### src/wsg_pkg.sv
// Package: shared types and constants for the waypoint segment geometry block.
`default_nettype none
package wsg_pkg;
  typedef enum logic [2:0] {
    ST_IDLE,
    ST_ITER,
    ST_SCALE,
    ST_HEAD,
    ST_OUT
  } wsg_state_t;

  localparam int ATAN_LEN = 24;
  localparam int GUARD_BITS = 8;
  localparam logic [29:0] INV_GAIN_Q30 = 30'd652032874;
  localparam logic [15:0] FULL_TURN_Q7 = 16'd46080;
  localparam logic [27:0] HALF_TURN_Q16 = 28'd11796480;
  localparam logic [27:0] FULL_TURN_Q16 = 28'd23592960;

  function automatic logic [21:0] atan_deg_q16(input logic [4:0] i);
    logic [21:0] t;
    case (i)
      5'd0: t = 22'd2949120;
      5'd1: t = 22'd1740967;
      5'd2: t = 22'd919879;
      5'd3: t = 22'd466945;
      5'd4: t = 22'd234379;
      5'd5: t = 22'd117304;
      5'd6: t = 22'd58666;
      5'd7: t = 22'd29335;
      5'd8: t = 22'd14668;
      5'd9: t = 22'd7334;
      5'd10: t = 22'd3667;
      5'd11: t = 22'd1833;
      5'd12: t = 22'd917;
      5'd13: t = 22'd458;
      5'd14: t = 22'd229;
      5'd15: t = 22'd115;
      5'd16: t = 22'd57;
      5'd17: t = 22'd29;
      5'd18: t = 22'd14;
      5'd19: t = 22'd7;
      5'd20: t = 22'd4;
      5'd21: t = 22'd2;
      5'd22: t = 22'd1;
      default: t = 22'd0;
    endcase
    return t;
  endfunction
endpackage
`default_nettype wire

### src/waypoint_segment_geometry.sv
// Top level: waypoint step, origin offset, CORDIC length and heading.
`default_nettype none
// One waypoint per transaction. A path start (or the first point after
// reset) and a point equal to the previous one go straight from accept to
// result. Any other point runs one iterative CORDIC vectoring pass of
// CORDIC_STEPS shift-add steps (capped at 24), then a bit-serial gain multiply
// over the full CORDIC magnitude word, then a heading step, then the result.
// The CORDIC adder pair is shared by all steps and the multiplier is
// serial. One item is in flight at a time; the result register holds until
// taken.
module waypoint_segment_geometry import wsg_pkg::*; #(
  parameter int COORD_WIDTH  = 24,
  parameter int CORDIC_STEPS = 16
) (
  input  wire logic                       clk,
  input  wire logic                       rst_n,
  input  wire logic                       in_valid,
  output logic                            in_ready,
  input  wire logic signed [COORD_WIDTH-1:0] in_point_x,
  input  wire logic signed [COORD_WIDTH-1:0] in_point_y,
  input  wire logic                       in_path_start,
  output logic                            out_valid,
  input  wire logic                       out_ready,
  output logic signed [COORD_WIDTH:0]     out_step_x,
  output logic signed [COORD_WIDTH:0]     out_step_y,
  output logic signed [COORD_WIDTH:0]     out_rel_x,
  output logic signed [COORD_WIDTH:0]     out_rel_y,
  output logic [COORD_WIDTH:0]            out_segment_length,
  output logic [15:0]                     out_heading_deg,
  output logic                            out_segment_valid
);
  localparam int DW = COORD_WIDTH + 1;
  // CORDIC words: step << 8, growth by gain < 2, plus sign.
  localparam int AW = DW + GUARD_BITS + 2;
  localparam int NSTEP = (CORDIC_STEPS > ATAN_LEN) ? ATAN_LEN : CORDIC_STEPS;
  localparam logic [AW+29:0] LMAX = {{(AW+30-DW){1'b0}}, {DW{1'b1}}};
  // Half an LSB of the length after dropping guard bits and the Q30 gain.
  localparam logic [AW+29:0] LEN_RND = {{(AW-8){1'b0}}, 1'b1, 37'd0};

  wsg_state_t state_r, state_nxt;

  logic signed [COORD_WIDTH-1:0] prev_x_r, prev_y_r, org_x_r, org_y_r;
  logic                          have_prev_r;
  logic signed [AW-1:0]          a_r, b_r;
  logic signed [28:0]            z_r;
  logic                          base_r;
  logic [4:0]                    i_r;
  logic                          mul_start;
  logic                          mul_done;
  logic [AW+29:0]                prod;

  logic signed [DW-1:0] dx, dy, rx, ry;
  logic                 start_pt;

  // Magnitude after the last micro-rotation feeds the multiplier directly.
  logic signed [AW-1:0] a_nx, b_nx, a_sh, b_sh;
  logic [AW-1:0] mag_last;

  assign in_ready = (state_r == ST_IDLE);
  assign out_valid = (state_r == ST_OUT);
  assign start_pt = in_path_start || !have_prev_r;
  assign dx = DW'(in_point_x) - DW'(prev_x_r);
  assign dy = DW'(in_point_y) - DW'(prev_y_r);
  assign rx = start_pt ? '0 : DW'(in_point_x) - DW'(org_x_r);
  assign ry = start_pt ? '0 : DW'(in_point_y) - DW'(org_y_r);
  assign mul_start = (state_r == ST_ITER) && (i_r == 5'(NSTEP - 1));

  wsg_gain #(.AW(AW)) u_gain (
    .clk(clk), .rst_n(rst_n), .start(mul_start), .mag(mag_last),
    .done(mul_done), .prod(prod)
  );

  assign a_sh = a_r >>> i_r;
  assign b_sh = b_r >>> i_r;
  assign a_nx = b_r[AW-1] ? a_r - b_sh : a_r + b_sh;
  assign b_nx = b_r[AW-1] ? b_r + a_sh : b_r - a_sh;
  assign mag_last = a_nx[AW-1] ? '0 : a_nx;

  always_ff @(posedge clk) begin
    if (!rst_n) state_r <= ST_IDLE;
    else        state_r <= state_nxt;
  end

  always_comb begin
    state_nxt = state_r;
    unique case (state_r)
      ST_IDLE: if (in_valid) begin
        if (start_pt || (dx == '0 && dy == '0)) state_nxt = ST_OUT;
        else state_nxt = ST_ITER;
      end
      ST_ITER:  if (i_r == 5'(NSTEP - 1)) state_nxt = ST_SCALE;
      ST_SCALE: if (mul_done) state_nxt = ST_HEAD;
      ST_HEAD:  state_nxt = ST_OUT;
      ST_OUT:   if (out_ready) state_nxt = ST_IDLE;
      default:  state_nxt = ST_IDLE;
    endcase
  end

  logic signed [28:0] h;
  logic signed [28:0] hw;
  logic signed [19:0] r;
  logic [AW+29:0]     p;
  assign h  = (base_r ? 29'sd11796480 : 29'sd0) + z_r;
  assign hw = h[28] ? h + 29'sd23592960 : h;
  assign r  = 20'((hw + 29'sd256) >>> 9);
  // Drop 8 guard bits and 30 gain fraction bits, round half up.
  assign p  = (prod + LEN_RND) >> 38;

  always_ff @(posedge clk) begin
    if (!rst_n) begin
      have_prev_r <= 1'b0;
      prev_x_r <= '0; prev_y_r <= '0; org_x_r <= '0; org_y_r <= '0;
    end else if (in_valid && in_ready) begin
      // Latch point and record step / offset for the result.
      have_prev_r <= 1'b1;
      prev_x_r <= in_point_x;
      prev_y_r <= in_point_y;
      if (start_pt) begin
        org_x_r <= in_point_x;
        org_y_r <= in_point_y;
      end
      out_step_x <= start_pt ? '0 : dx;
      out_step_y <= start_pt ? '0 : dy;
      out_rel_x <= rx;
      out_rel_y <= ry;
      out_segment_valid <= !start_pt;
      out_segment_length <= '0;
      out_heading_deg <= '0;
      i_r <= '0;
      z_r <= '0;
      base_r <= dx[DW-1];
      a_r <= dx[DW-1] ? -(AW'(dx) <<< GUARD_BITS) : (AW'(dx) <<< GUARD_BITS);
      b_r <= dx[DW-1] ? -(AW'(dy) <<< GUARD_BITS) : (AW'(dy) <<< GUARD_BITS);
    end else if (state_r == ST_ITER) begin
      // Advance one micro-rotation.
      a_r <= a_nx;
      b_r <= b_nx;
      z_r <= b_r[AW-1] ? z_r - 29'(atan_deg_q16(i_r)) : z_r + 29'(atan_deg_q16(i_r));
      i_r <= i_r + 5'd1;
    end else if (state_r == ST_SCALE && mul_done) begin
      out_segment_length <= (p > LMAX) ? DW'(LMAX) : DW'(p);
    end else if (state_r == ST_HEAD) begin
      if (r < 0) out_heading_deg <= 16'(r + 20'sd46080);
      else if (r >= 20'sd46080) out_heading_deg <= 16'(r - 20'sd46080);
      else out_heading_deg <= 16'(r);
    end
  end

`ifndef ASSERT_OFF
  a_ready_idle: assert property (@(posedge clk) disable iff (!rst_n)
    in_ready |-> !out_valid) else $error("ready while result pending");
  a_out_hold: assert property (@(posedge clk) disable iff (!rst_n)
    out_valid && !out_ready |=> out_valid && $stable(out_heading_deg))
    else $error("result dropped");
  a_head_rng: assert property (@(posedge clk) disable iff (!rst_n)
    out_valid |-> out_heading_deg < FULL_TURN_Q7) else $error("heading range");
  a_start_zero: assert property (@(posedge clk) disable iff (!rst_n)
    out_valid && !out_segment_valid |-> out_segment_length == '0)
    else $error("length on path start");
`endif
endmodule
`default_nettype wire

### src/wsg_gain.sv
// Bit-serial multiplier: scales the CORDIC magnitude by the inverse gain.
`default_nettype none
module wsg_gain import wsg_pkg::*; #(
  parameter int AW = 35
) (
  input  wire logic          clk,
  input  wire logic          rst_n,
  input  wire logic          start,
  input  wire logic [AW-1:0] mag,
  output logic               done,
  output logic [AW+29:0]     prod
);
  localparam int CW = $clog2(AW + 1);
  logic [AW-1:0]   sh_r;
  logic [AW+29:0]  acc_r;
  logic [AW+29:0]  mc_r;
  logic [CW-1:0]   cnt_r;
  logic            busy_r;

  // Shift-add, one multiplier bit per cycle, LSB first.
  always_ff @(posedge clk) begin
    if (!rst_n) begin
      busy_r <= 1'b0;
      cnt_r  <= '0;
    end else if (start) begin
      busy_r <= 1'b1;
      cnt_r  <= '0;
      sh_r   <= mag;
      acc_r  <= '0;
      mc_r   <= {{AW{1'b0}}, INV_GAIN_Q30};
    end else if (busy_r) begin
      if (sh_r[0]) acc_r <= acc_r + mc_r;
      sh_r  <= sh_r >> 1;
      mc_r  <= mc_r << 1;
      cnt_r <= cnt_r + CW'(1);
      if (cnt_r == CW'(AW - 1)) busy_r <= 1'b0;
    end
  end

  assign done = busy_r && (cnt_r == CW'(AW - 1));
  assign prod = (sh_r[0] && busy_r) ? acc_r + mc_r : acc_r;
endmodule
`default_nettype wire

### config.mk
export PLATFORM = sky130hd
export DESIGN_NAME = waypoint_segment_geometry
export DESIGN_NICKNAME = d
export VERILOG_FILES = /design/src/wsg_pkg.sv /design/src/waypoint_segment_geometry.sv /design/src/wsg_gain.sv
export SDC_FILE = /design/constraint.sdc
export NUM_CORES = 2
export LEC_CHECK = 0
export ABC_AREA = 1
export BUFFER_PORTS_ARGS = -buffer_cell sky130_fd_sc_hd__buf_2
export CAP_MARGIN = 10
export CORE_ASPECT_RATIO = 1.75
export CORE_MARGIN = 5
export CORE_UTILIZATION = 45
export CTS_CLUSTER_DIAMETER = 60
export DETAILED_ROUTE_END_ITERATION = 10
export PLACE_DENSITY_LB_ADDON = 0.25
export SKIP_CTS_REPAIR_TIMING = 1
export SLEW_MARGIN = 20
export SYNTH_ARGS = -nofsm -noshare
export SYNTH_HDL_FRONTEND = slang
export SYNTH_HIERARCHICAL = 1
export SYNTH_SLANG_ARGS = --single-unit
### constraint.sdc
create_clock -name clk -period 18.2 [get_ports clk]
set_clock_uncertainty 0.2 [all_clocks]
set_input_delay 1.82 -clock clk [delete_from_list [all_inputs] [get_ports clk]]
set_output_delay 1.82 -clock clk [all_outputs]
set_load 0.02 [all_outputs]
==> flow_metrics.py <==
metrics = {
    "final_layout": {
        "fillerInstances": 10600,
        "synthToLayoutAreaGrowth_pct": 9.02,
        "fin_area_um2": 50200,
        "regArea_um2": 14900,
        "fin_nets": 7316,
        "final_layout_size_suffix_gt1_share_pct": 7.38,
        "multi_input_area_um2": 26600,
    },
    "global_route": {
        "grt_pass1_vias": 44500,
        "grt_pass1_wl_mm": 239,
        "antenna_found_initial": 0,
        "grt_overflow": 0,
        "grt_max_degree": 103,
        "grt_usage_pct": 27.7,
    },
    "clock_tree": {
        "clkTransAtPathRegs_ns": 0.07,
        "numCtsBuffers": 58,
        "clock_sinks": 539,
        "clockBufferDepth": 3,
        "htreeDepth": 2,
        "cts_root_buf": "clkbuf_16",
        "insertion_delay_ns": 0.67,
        "tritoncts": "built",
    },
    "critical_path": {
        "critPathMaxFanout": 75,
        "worstReg2RegEnd": "u_gain/sh_r[0]",
        "r2r_setup_slack_ns": 11.17,
        "crit_end": "u_gain/sh_r[0]",
        "endpoint_kind": "register",
        "rr_worst_depth": 34,
        "worstSetupPathType": "reg -> reg",
        "critPathTopFamily": "simple AND/OR/NAND/NOR gates",
        "cp-startpoint": "i_r[0]",
        "critPathLaunchType": "register",
        "worstPathArrival_ns": 7.24,
        "cpMostUsedCell": "nand2_1",
        "path_buf_inv": 4,
        "worstReg2RegStart": "i_r[0]",
        "slowest_stage": "inv_2",
        "cp_data_required_time_ns": 18.41,
        "slowest_delay_ns": 0.80,
        "worst-path-stages": 34,
    },
    "floorplan": {
        "die_x_um": 252,
        "die_height_um": 433,
        "dieArea_um2": 109000,
        "rows": 155,
        "start_util_pct": 45.2,
        "io_pins": 197,
        "coreArea_um2": 102000,
    },
    "place": {
        "numPortBuffers": 196,
        "dp_worst_setup_slack_ns": 11.27,
        "dpl.hpwl_mm": 125,
        "placed_area_um2": 48100,
        "gp_congestion": 1.04,
    },
    "synthesis": {
        "synth.cell_area_um2": 46000,
        "synthCells": 6870,
        "syn_nets": 7213,
        "synth_area_per_cell_um2": 6.70,
        "ys_warn_count": 6,
    },
    "pwr": {
        "p_int_mw": 3.36,
        "p_total_mw": 6.33,
        "power_density_nw_per_um2": 126,
        "power_switching_mw": 2.97,
        "vdd_drop_max_v": 0.0000754,
        "pwr-share-clk_pct": 20.1,
        "sw_frac_of_total_pct": 46.9,
        "p_comb_share_pct": 52.6,
        "seq_power_share_pct": 27.3,
        "power.leakage_nw": 24.0,
    },
    "timing": {
        "finalCritPeriodShare_pct": 38.6,
        "max_freq_ghz": 0.142,
        "slew_viol_final": 0,
        "tightest_slew_ns": 1.05,
        "layout_setup_ws_ns": 11.17,
        "setup_violations": 0,
        "rsz0062_at_grt": "no",
        "hold-worst-slack_ns": 0.258,
        "tns_ns": 0,
        "period_minus_slack_ns": 7.03,
        "hold_viol": 0,
        "maxSlewHeadroom_pct": 29.8,
    },
    "run_status": {
        "status": "complete, no violations",
    },
    "route": {
        "totalWireLength_mm": 155,
        "wl_per_cell_um": 18.5,
        "met3_length_mm": 5.58,
        "drt_iter0_drc": 2547,
        "maxUsedRoutingLayer": "met4",
        "ant_nets": 0,
        "drc_errors": 0,
        "vias_per_cell": 5.32,
        "vias": 44500,
        "drt-met1-wl_mm": 53.7,
        "dr.pass1.iters": 6,
        "met2WireLength_mm": 80.6,
    },
    "min_path": {
        "hp-class": "reg -> reg",
    },
    "run": {
        "maxCapViolCount": 0,
    },
}
==> power groups by stage <==
stage / Sequential [mW] / Combinational, mW / Clock [mW]
after floorplan: 1.70 / 2.40 / 0
after global placement: 1.75 / 3.29 / 0
after detailed placement: 1.75 / 3.31 / 0
after CTS: 1.73 / 3.33 / 1.30
after global routing: 1.73 / 3.73 / 1.35
final: 1.73 / 3.33 / 1.27
==> per-stage QoR <==
stage | util (%) | cells
4_1_cts | 49.3 | 8355
5_1_grt | 49.3 | 8355
3_3_place_gp | 47.3 | 8247
3_5_place_dp | 47.3 | 8247
6_report | 49.3 | 8356
2_1_floorplan | - | 6870
==> worst min-delay path by stage <==
stage                          from              end  slack [ns]  depth (start not counted)
floorplan           u_gain/cnt_r[5]  u_gain/cnt_r[5]        0.22                          1
global placement         org_y_r[3]       org_y_r[3]        0.24                          2
detailed placement      prev_y_r[3]      prev_y_r[3]        0.25                          2
CTS                     prev_x_r[9]      prev_x_r[9]        0.26                          2
global route            prev_x_r[9]      prev_x_r[9]        0.27                          2
finish                 prev_y_r[18]     prev_y_r[18]        0.26                          2
==> layout make-up <==
type                    instances  share of cell area (%)
flip-flops and latches        539                    29.7
clock inverters                34                   0.820
diodes                          1                 0.00499
clock buffers                  74                    3.24
multi-input cells            5165                    53.1
inverters                     976                    7.32
repair buffers                233                    2.53
well taps                    1334                    3.33
==> worst register-to-register path, delay by kind of cell, from the launching register on <==
family / cells / cell delay [ns]
and+or+nand+nor: 20 / 2.74
buffers and inverters: 4 / 1.41
AOI/OAI and AO/OA: 8 / 1.43
DFF: 1 / 0.36
adders and majority gates: 2 / 0.62
==> per-layer routing <==
| layer | GRT usage (%) | up-vias |
|---|---|---|
| met2 | 52.8 | 1082 |
| met1 | 26.4 | 20300 |
| met4 | 21.5 | 0 |
| li1 | - | 22600 |
| met3 | 3.36 | 464 |
| met5 | 0 | - |
==> state kept, by name, indices dropped and copies added, names as in the netlist, 29 cells and up, named ones only <==
| register | count |
|---|---|
| u_gain/sh_r | 35 |
| u_gain/mc_r | 64 |
| b_r | 35 |
| a_r | 35 |
| u_gain/acc_r | 64 |
| z_r | 29 |
==> cells in the final DEF, fill, tap and decap left out, types with 21 or more instances in the layout <==
cell	count
nand2_1	2042
inv_1	956
nor2_1	650
a21oi_1	470
o21ai_0	415
edfxtp_1	410
nand3_1	398
ha_1	282
buf_2	196
dfxtp_1	129
xor2_1	111
o21ai_1	109
xnor2_1	104
nor3_1	92
nand4_1	67
clkbuf_16	60
or2_2	47
nor2_2	46
buf_4	36
o21a_1	32
a31oi_1	24
o211ai_1	23
nor4_1	21
Power figures use the tool's default switching activity.
